### src/hw/rtl/ordered_key_set_top_defines.svh
// assertion macros shared by the ordered key set rtl
`ifndef ORDERED_KEY_SET_TOP_DEFINES_SVH
`define ORDERED_KEY_SET_TOP_DEFINES_SVH

// same-cycle implication, sampled on clk, off while rst_n is low
`define OKS_ASSERT_IMP(lbl, ante, cons, msg) \
    lbl: assert property (@(posedge clk) disable iff (!rst_n) (ante) |-> (cons)) \
        else $error(msg);

// next-cycle implication, sampled on clk, off while rst_n is low
`define OKS_ASSERT_NXT(lbl, ante, cons, msg) \
    lbl: assert property (@(posedge clk) disable iff (!rst_n) (ante) |=> (cons)) \
        else $error(msg);

// invariant that holds at every edge out of reset
`define OKS_ASSERT_ALW(lbl, expr, msg) \
    `OKS_ASSERT_IMP(lbl, 1'b1, expr, msg)

`endif

### src/hw/rtl/oks_pkg.sv
// shared constants, operation codes and interface structs of the ordered key set
`default_nettype none
package oks_pkg;

    localparam int CAPACITY = 256;
    localparam int KEY_W    = 32;
    localparam int OP_W     = 3;
    localparam int COUNT_W  = $clog2(CAPACITY + 1);
    localparam int GROUP    = 16;
    localparam int NGROUPS  = (CAPACITY + GROUP - 1) / GROUP;
    localparam int GRP_W    = (NGROUPS > 1) ? $clog2(NGROUPS) : 1;

    typedef enum logic [OP_W-1:0] {
        OP_INSERT = 3'd0,
        OP_ERASE  = 3'd1,
        OP_EXISTS = 3'd2,
        OP_NEXT   = 3'd3,
        OP_PREV   = 3'd4
    } op_t;

    // command broadcast to every cell of the row
    typedef struct packed {
        op_t              op;
        logic [KEY_W-1:0] key;
        logic             sample;
        logic             ins;
        logic             ers;
    } cell_cmd_t;

    // compare flags handed between neighbouring cells
    typedef struct packed {
        logic lt;
        logic gt;
    } cell_flags_t;

    // collected outcome of the group scan
    typedef struct packed {
        logic             hit;
        logic [KEY_W-1:0] val;
        logic             last;
    } scan_res_t;

endpackage
`default_nettype wire

### src/hw/rtl/oks_cell.sv
// one cell of the sorted row: holds a key, compares it and shifts with its neighbours
`default_nettype none
module oks_cell (
    input  wire                          clk,
    input  wire oks_pkg::cell_cmd_t      cmd,
    input  wire                          valid,
    input  wire [oks_pkg::KEY_W-1:0]     left_key,
    input  wire [oks_pkg::KEY_W-1:0]     right_key,
    input  wire oks_pkg::cell_flags_t    left_flags,
    input  wire oks_pkg::cell_flags_t    right_flags,
    output oks_pkg::cell_flags_t         flags,
    output logic [oks_pkg::KEY_W-1:0]    key_out,
    output logic                         hit,
    output logic [oks_pkg::KEY_W-1:0]    val
);

    logic [oks_pkg::KEY_W-1:0] key_reg;
    logic [oks_pkg::KEY_W-1:0] key_next;
    logic                      hit_reg;
    logic [oks_pkg::KEY_W-1:0] val_reg;
    logic                      lt;
    logic                      gt;
    logic                      eq;
    logic                      hit_c;
    logic                      take_val;

    // local compares against the broadcast key
    always_comb
    begin
        lt = valid && ($signed(key_reg) < $signed(cmd.key));
        gt = valid && ($signed(key_reg) > $signed(cmd.key));
        eq = valid && (key_reg == cmd.key);
    end

    // selection: exact match, first greater or last smaller
    always_comb
    begin
        hit_c    = 1'b0;
        take_val = 1'b0;
        unique case (cmd.op)
            oks_pkg::OP_INSERT,
            oks_pkg::OP_ERASE,
            oks_pkg::OP_EXISTS:
            begin
                hit_c = eq;
            end
            oks_pkg::OP_NEXT:
            begin
                hit_c    = gt && !left_flags.gt;
                take_val = 1'b1;
            end
            oks_pkg::OP_PREV:
            begin
                hit_c    = lt && !right_flags.lt;
                take_val = 1'b1;
            end
            default:
            begin
                hit_c = 1'b0;
            end
        endcase
    end

    // insert opens a gap at the boundary, erase closes it
    always_comb
    begin
        key_next = key_reg;
        priority if (cmd.ins && !lt)
        begin
            key_next = left_flags.lt ? cmd.key : left_key;
        end
        else if (cmd.ers && !lt)
        begin
            key_next = right_key;
        end
    end

    // key storage and sampled selection
    always_ff @(posedge clk)
    begin
        key_reg <= key_next;
        if (cmd.sample)
        begin
            hit_reg <= hit_c;
            val_reg <= (hit_c && take_val) ? key_reg : '0;
        end
    end

    assign flags.lt = lt;
    assign flags.gt = gt;
    assign key_out  = key_reg;
    assign hit      = hit_reg;
    assign val      = val_reg;

endmodule
`default_nettype wire

### config.mk
export PLATFORM = sky130hd
export DESIGN_NAME = oks_cell
export DESIGN_NICKNAME = d
export VERILOG_FILES = /design/src/hw/rtl/ordered_key_set_top_defines.svh /design/src/hw/rtl/oks_pkg.sv /design/src/hw/rtl/oks_cell.sv
export SDC_FILE = /design/constraint.sdc
export NUM_CORES = 1
export LEC_CHECK = 0
export ABC_AREA = 1
export BUFFER_PORTS_ARGS = -buffer_cell sky130_fd_sc_hd__buf_2
export CAP_MARGIN = 20
export CORE_MARGIN = 2
export CORE_UTILIZATION = 35
export DETAILED_ROUTE_END_ITERATION = 10
export GPL_ROUTABILITY_DRIVEN = 0
export PLACE_DENSITY_LB_ADDON = 0.12
export SLEW_MARGIN = 15
export SYNTH_ARGS = -nofsm -noshare
export SYNTH_HDL_FRONTEND = slang
export SYNTH_SLANG_ARGS = --single-unit
export TNS_END_PERCENT = 10
### constraint.sdc
create_clock -name clk -period 3.5 [get_ports clk]
set_input_delay 0.7 -clock clk [delete_from_list [all_inputs] [get_ports clk]]
set_output_delay 0.7 -clock clk [all_outputs]
set_load 0.005 [all_outputs]
==> results.py, run 1 <==
metrics = {
    "yosys": {
        "ys_warn_count": 0,
        "yosys-top-cells-area": "edfxtp_1, ha_1, nand2_1, inv_1, o21ai_2",
        "ys_types": 29,
        "synth_largest_area_cell": "edfxtp_1",
        "syn-num-nets": 578,
        "syn_area_per_cell_um2": 9.42,
        "async_reset_ff_share_pct": 0,
        "synthCells": 438,
        "synth_common_cells": "nand2_1, inv_1, edfxtp_1",
        "synth_area_um2": 4130,
        "ys_ff_latch": 65,
        "synthFlopType": "edfxtp_1",
        "synth_edf_count": 65,
        "synth_top_area_share_pct": 47.3,
        "yosysMostFrequentCell": "nand2_1",
        "ys_seq_area_share_pct": 47.3,
    },
    "drt": {
        "num_vias": 3466,
        "initialDrtViolationCount": 142,
        "firstDrtPassIters": 4,
        "routed_wl_um": 10600,
        "route.detailed.drc": 0,
        "wl_per_cell_um": 14.0,
        "ant_nets": 0,
        "viasPerCell": 4.60,
    },
    "sta": {
        "fin_crit_sh_pct": 91.3,
        "setup_viol": 0,
        "clock_skew_ns": 0.00514,
        "rsz0062_at_grt": "no",
        "hold_viol_final": 0,
        "fin_setup_tns_ns": 0,
        "min_period_ns": 3.20,
        "slew_viol_final": 0,
        "slew_headroom_pct": 31.9,
        "fmax_mhz": 313,
        "max_slew.worst_pin.slew_ns": 1.02,
    },
    "setup_path": {
        "crit_fanout": 5,
        "cp.required_ns": 2.80,
        "path_buf_inv": 3,
        "crit_arrival_ns": 2.50,
        "path_cells": "buf_2 > inv_1 > ha_1 > nand2_1 > nor2_2 > nand2_1 > nor4_1 > nor2_1 > a21boi_0 > buf_2",
        "reg2reg_from": "key_out[22]",
        "start_kind": "input pin",
        "crit_path_max_incr_delay_ns": 0.50,
        "rrSetupSlack_ns": 0.78,
        "critPathCaptureType": "output pin",
        "r2r_cells": 8,
        "cp_slowest_cell": "nor4_1",
        "critical_path_class": "input pin to output pin",
        "critical_path.top_delay_family": "simple AND/OR/NAND/NOR gates",
        "rr_endpoint": "val[11]",
    },
    "power": {
        "leakage_nw": 2.69,
        "powerDensity_nw_per_um2": 481,
        "vdd_drop_max_mv": 0.270,
    },
    "hold_path": {
        "worstHoldPathCells": 2,
        "hold_path_class": "register to register",
        "worstHoldStart": "key_out[1]",
        "min_to": "val[1]",
    },
    "floorplan": {
        "fp.dieH_um": 113,
        "ios": 175,
        "die-area_um2": 12700,
        "fp-row-count": 39,
        "floorplan.initialDensity_pct": 36.0,
        "core_area_um2": 11500,
        "die_x_um": 113,
    },
    "final_layout": {
        "drive_above_1_share_pct": 39.5,
        "diodes": 0,
        "fillCellCount": 1147,
        "final_util_pct": 46.5,
        "area_delta_synth_final_pct": 29.2,
        "final_nets": 745,
    },
    "cts": {
        "clk_latency_ns": 0.32,
        "root_buffer": "clkbuf_16",
        "clk_pin_slew_ns": 0.05,
        "cts_setup_buffers": 0,
        "ctsHoldBuffers": 0,
        "clock-sinks": 65,
        "cts_made_buffers": 9,
        "cts_resized": 0,
        "htreeDepth": 3,
        "clock_path_buffers": 2,
        "cts_tree": "yes",
    },
    "global_routing": {
        "grt_pass1_wl_um": 16600,
        "grt_antenna_before_repair": 0,
        "grt-ovfl-total": 0,
        "grtUsageTotal_pct": 16.8,
        "grt_max_degree": 64,
        "grt_pass1_vias": 3382,
    },
    "run_status": {
        "status": "finished clean",
    },
    "place": {
        "port_buffers": 173,
        "hpwl_um": 8050,
    },
    "run": {
        "maxCapViolCount": 0,
    },
}
where the power goes:
group          total [mW]  internal (mW)  switching [mW]
Clock               0.790          0.474           0.315
Sequential           1.07          0.997          0.0747
Combinational       0.704          0.296           0.408
logic make-up after synthesis:
family,after synthesis,share of synthesized area (%)
adders and majority gates,32,9.70
muxes,1,0.243
DFF,65,47.3
buffers and inverters,97,10.9
and+or+nand+nor,127,13.7
AOI/OAI and AO/OA,116,18.2
layout by cell type (no fill, tap or decap), types with 2 or more instances in the layout:
cell type / n
o21ai_2: 32
a21oi_2: 11
ha_1: 32
buf_2: 173
edfxtp_1: 65
nand2_2: 2
o21ai_0: 34
clkinv_2: 4
nand4_1: 3
nand2_1: 101
nor2_1: 9
clkbuf_16: 9
inv_1: 76
a21oi_1: 35
o21a_1: 2
clkbuf_1: 3
nand3_1: 3
nor4_1: 2
buf_12: 3
nand4_4: 2
worst reg2reg max path, delay by kind of cell, from the launching register on:
family	cells	cell delay, ns
compound gates	1	0.16
flops	1	0.46
fa+ha+maj	1	0.31
simple gates	6	1.51
routing by layer:
metal | vias up | routed length, um | GRT usage (%)
li1 | 1795 | - | -
met2 | 97 | 4980 | 27.9
met4 | 0 | 150 | 5.61
met3 | 11 | 598 | 3.73
met5 | - | 0 | 0
met1 | 1563 | 4850 | 21.8
cell type report:
type | count | area, um^2 | area share [%]
Multi-Input combinational cell | 276 | 1730 | 32.4
Timing Repair Buffer | 177 | 933 | 17.5
Tap cell | 143 | 179 | 3.36
Sequential cell | 65 | 1950 | 36.6
Inverter | 76 | 285 | 5.35
Clock buffer | 12 | 236 | 4.43
Clock inverter | 4 | 20.0 | 0.375
worst max-delay path by stage:
| stage | start | end | slack [ns] | cells past startpoint |
|---|---|---|---|---|
| finish | cmd[34] | flags[0] | 0.30 | 10 |
| global route | cmd[34] | flags[0] | 0.04 | 10 |
| CTS | cmd[26] | flags[0] | 0.28 | 10 |
| detailed placement | cmd[26] | flags[0] | 0.28 | 10 |
| global placement | cmd[34] | flags[0] | 0.30 | 10 |
| floorplan | cmd[34] | key_out[0] | 0.55 | 10 |
metrics by stage:
step                      cell area, um^2  power (mW)  hold slack [ns]  worst slack, ns  instances
after floorplan                      4130        1.52            0.603            0.549        438
after global placement               5080        1.79            0.599            0.302        737
after detailed placement             5080        1.81            0.617            0.280        737
after CTS                            5330        2.61            0.627            0.277        753
after global routing                 5330        2.73            0.653           0.0421        753
final                                5330        2.57            0.624            0.303        753
Note: power is estimated with default switching activity, not from simulation.
==> run 2: changes to the inputs <==
- PLACE_DENSITY: default -> 0.74
- PLACE_DENSITY_LB_ADDON: 0.12 -> default
==> results.py, run 2 (synthesis gave the netlist of run 1 again) <==
metrics = {
    "cts": {
        "clock_path_buffers": 2,
        "cts_resized": 0,
        "clk_latency_ns": 0.32,
        "cts_made_buffers": 9,
        "cts_tree": "yes",
        "htreeDepth": 3,
        "clock-sinks": 65,
        "clk_pin_slew_ns": 0.05,
        "root_buffer": "clkbuf_16",
        "ctsHoldBuffers": 0,
        "cts_setup_buffers": 0,
    },
    "drt": {
        "viasPerCell": 4.76,
        "routed.top_layer": "met5",
        "ant_nets": 0,
        "num_vias": 3581,
        "firstDrtPassIters": 6,
        "wl_met3_um": 729,
        "wl_met2_um": 5130,
        "initialDrtViolationCount": 121,
        "drt-met1-wl_um": 4480,
        "wl_per_cell_um": 14.0,
        "route.detailed.drc": 0,
        "routed_wl_um": 10500,
    },
    "sta": {
        "setup_viol": 0,
        "hold_viol_final": 0,
        "fin_crit_sh_pct": 92.0,
        "fmax_mhz": 310,
        "rsz0062_at_grt": "no",
        "fin_setup_tns_ns": 0,
        "slew_viol_final": 0,
        "max_slew.worst_pin.slew_ns": 0.981,
        "fin_ws_ns": 0.279,
        "whs_ns": 0.633,
        "slew_headroom_pct": 34.6,
        "clock_skew_ns": 0.00459,
        "min_period_ns": 3.22,
    },
    "floorplan": {
        "floorplan.initialDensity_pct": 36.0,
        "ios": 175,
        "die-area_um2": 12700,
        "fp.dieH_um": 113,
        "core_area_um2": 11500,
        "die_x_um": 113,
        "fp-row-count": 39,
    },
    "final_layout": {
        "final_cell_mix": "buf_2, nand2_1, inv_1",
        "diodes": 0,
        "final_nets": 745,
        "final_common_cell": "buf_2",
        "drive_above_1_share_pct": 39.2,
        "area_delta_synth_final_pct": 29.3,
        "final_cell_area_um2": 5340,
    },
    "run_status": {
        "status": "finished clean",
    },
    "setup_path": {
        "start_kind": "input pin",
        "path_cells": "buf_2 > inv_1 > ha_1 > nand2_1 > nor2_2 > nand2_1 > nor4_1 > nor2_1 > a21boi_0 > buf_2",
        "crit_path_max_incr_delay_ns": 0.48,
        "crit_fanout": 5,
        "critPathCaptureType": "output pin",
        "critical_path_class": "input pin to output pin",
        "cp.required_ns": 2.80,
        "crit_arrival_ns": 2.52,
        "cp_slowest_cell": "nor4_1",
    },
    "power": {
        "vdd_drop_max_mv": 0.250,
        "swShare_pct": 30.4,
        "powerDensity_nw_per_um2": 492,
        "power_mw": 2.62,
        "pwr-share-comb_pct": 27.0,
        "switchingPower_uw": 797,
        "power_frac_seq_pct": 40.9,
        "p_int_mw": 1.83,
        "pwr-share-clk_pct": 32.1,
        "leakage_nw": 2.69,
    },
    "place": {
        "dpl_worst_slack_ns": 0.309,
        "dpl_cell_area_um2": 5060,
        "hpwl_um": 8170,
        "port_buffers": 173,
    },
    "global_routing": {
        "grtUsageTotal_pct": 16.8,
        "grt_pass1_vias": 3514,
        "grt_antenna_before_repair": 1,
        "grt_max_degree": 64,
        "grt-ovfl-total": 0,
        "grt_pass1_wl_um": 16800,
    },
    "hold_path": {
        "hold_path_class": "register to register",
    },
    "run": {
        "maxCapViolCount": 0,
    },
}
[run 2: cell count changes in the layout (fill, tap and decap cells not counted), sizes merged]
cell,before,now
clkbuf,12,9
clkinv,4,5
bufinv,0,1
[run 2: routing by layer]
layer	up-vias	GRT usage, %
met5	-	0
met4	2	5.12
met3	13	5.08
met2	114	27.9
met1	1656	20.9
li1	1796	-
[run 2: worst paths after layout]
path,end,slack (ns),depth (start not counted),startpoint
worst max-delay path,flags[0],0.28,10,cmd[34]
worst min-delay path,val[0],0.63,2,key_out[0]
worst max register to register,val[8],0.74,8,key_out[23]
worst min register to register,val[0],0.63,2,key_out[0]
[run 2: layout make-up]
| class | count | area, um^2 |
|---|---|---|
| inverters | 76 | 285 |
| well taps | 143 | 179 |
| clock buffers | 9 | 225 |
| clock inverters | 6 | 50.0 |
| fillers | 1072 | 6130 |
| multi-input cells | 276 | 1730 |
| flip-flops and latches | 65 | 1950 |
| repair buffers | 177 | 921 |
[run 2: critical path: cells and delay by family]
family                     cells  cell delay, ns
and+or+nand+nor                5            0.97
adders and majority gates      1            0.38
buffers and inverters          3            0.29
AOI/OAI and AO/OA              1            0.17
[run 2: through the flow]
step                util, %  cells
finish                 46.6    752
CTS                    46.6    752
global route           46.6    752
detailed placement     44.2    737
global placement       44.2    737
floorplan                 -    438
[run 2: power groups by stage]
stage / clock [mW] / combinational (mW) / sequential, mW
floorplan: 0 / 0.435 / 1.08
global placement: 0 / 0.689 / 1.09
detailed placement: 0 / 0.710 / 1.09
CTS: 0.859 / 0.715 / 1.08
global route: 0.896 / 0.800 / 1.09
finish: 0.842 / 0.708 / 1.07
==> run 3: changes to the inputs <==
==> constraint.sdc (replaced) <==
create_clock -name clk -period 3.5 [get_ports clk]
set_input_delay 0.525 -clock clk [delete_from_list [all_inputs] [get_ports clk]]
set_output_delay 0.525 -clock clk [all_outputs]
set_load 0.1 [all_outputs]
==> results.py, run 3 (synthesis gave the netlist of run 1 again) <==
metrics = {
    "floorplan": {
        "floorplan.initialDensity_pct": 36.0,
        "fp-row-count": 39,
        "die-area_um2": 12700,
        "fp.dieH_um": 113,
        "core_area_um2": 11500,
        "ios": 175,
        "die_x_um": 113,
    },
    "final_layout": {
        "final-seq-area_um2": 1950,
        "stdcell_count": 752,
        "final_cell_mix": "buf_2, nand2_1, inv_1",
        "drive_above_1_share_pct": 39.2,
        "final_common_cell": "buf_2",
        "multi_input_area_um2": 1730,
        "area_delta_synth_final_pct": 28.5,
        "final_cell_area_um2": 5300,
        "fillCellCount": 1064,
        "diodes": 0,
        "final_nets": 745,
        "final_util_pct": 46.3,
    },
    "cts": {
        "clock_path_buffers": 2,
        "cts_made_buffers": 9,
        "htreeDepth": 3,
        "clk_latency_ns": 0.33,
        "clock-sinks": 65,
        "cts_setup_buffers": 0,
        "ctsHoldBuffers": 0,
        "cts_tree": "yes",
        "clk_pin_slew_ns": 0.05,
        "root_buffer": "clkbuf_16",
        "cts_resized": 0,
    },
    "place": {
        "place_inst": 737,
        "port_buffers": 173,
        "dpl_cell_area_um2": 5050,
        "dpl_worst_slack_ns": 0.431,
        "hpwl_um": 8390,
    },
    "sta": {
        "clock_skew_ns": 0.00457,
        "fin_setup_tns_ns": 0,
        "max_slew.worst_pin.slew_ns": 1.01,
        "whs_ns": 0.476,
        "fin_ws_ns": 0.283,
        "slew_viol_final": 0,
        "min_period_ns": 3.22,
        "hold_viol_final": 0,
        "fin_crit_sh_pct": 91.9,
        "setup_viol": 0,
        "slew_headroom_pct": 32.9,
        "fmax_mhz": 311,
        "rsz0062_at_grt": "no",
    },
    "global_routing": {
        "grt_antenna_before_repair": 1,
        "grt_pass1_vias": 3649,
        "grt-ovfl-total": 0,
        "grt_pass1_wl_um": 17200,
        "grt_max_degree": 64,
        "grtUsageTotal_pct": 17.3,
    },
    "power": {
        "pwr-share-clk_pct": 23.8,
        "switchingPower_mw": 1.56,
        "power_frac_seq_pct": 32.4,
        "swShare_pct": 47.1,
        "power_mw": 3.32,
        "pwr-share-comb_pct": 43.8,
        "leakage_nw": 2.67,
        "powerDensity_nw_per_um2": 626,
        "p_int_mw": 1.76,
        "vdd_drop_max_mv": 0.312,
    },
    "drt": {
        "routed_wl_um": 10900,
        "wl_per_cell_um": 14.5,
        "ant_nets": 0,
        "viasPerCell": 4.80,
        "route.detailed.drc": 0,
        "firstDrtPassIters": 4,
        "initialDrtViolationCount": 143,
        "num_vias": 3606,
    },
    "setup_path": {
        "rrSetupSlack_ns": 0.68,
        "crit_fanout": 3,
        "r2r_cells": 8,
        "start_kind": "register",
        "critPathCaptureType": "output pin",
        "cp.required_ns": 2.97,
        "critical_path_class": "register to output pin",
        "crit_arrival_ns": 2.69,
    },
    "run": {
        "maxCapViolCount": 0,
    },
    "run_status": {
        "status": "finished clean",
    },
    "hold_path": {
        "hold_path_class": "input pin to register",
        "worstHoldPathCells": 3,
    },
}
run 3: changes by cell type in the layout (fill, tap and decap cells not counted), sizes merged:
cell      change
bufinv        -1
clkbuf        +1
clkinv        -1
clkinvlp      +1
run 3: layout make-up:
type,instances,area share [%]
flip-flops and latches,65,36.8
multi-input cells,276,32.6
repair buffers,177,17.1
inverters,76,5.38
clock buffers,10,4.32
well taps,143,3.37
clock inverters,5,0.448
run 3: per-layer routing:
metal	up-vias	wire (um)	global-route usage (%)
met1	1662	4550	20.5
met2	122	5390	29.8
li1	1798	-	-
met4	2	195	6.02
met3	22	764	5.13
met5	-	13	0
run 3: power by group through the flow:
stage	Clock [mW]	Sequential, mW	Combinational [mW]
2_1_floorplan	0	1.79	0.481
3_3_place_gp	0	1.09	1.43
3_5_place_dp	0	1.09	1.45
4_1_cts	0.803	1.08	1.46
5_1_grt	0.837	1.09	1.54
6_report	0.789	1.08	1.45
run 3: path summary, 6_finish.rpt:
check,end,from
hold reg to reg,val[21],key_out[21]
hold / removal,key_out[10],right_key[10]
setup reg to reg,val[8],key_out[23]
setup / recovery,flags[0],key_out[23]
run 3: worst max-delay path: stages (launching register included):
cell      delay, ns
edfxtp_1       0.46
ha_1           0.34
nand2_1        0.07
nor2_1         0.16
nand4_1        0.19
nor4_1         0.51
nor2_1         0.16
a21boi_0       0.17
buf_2          0.31
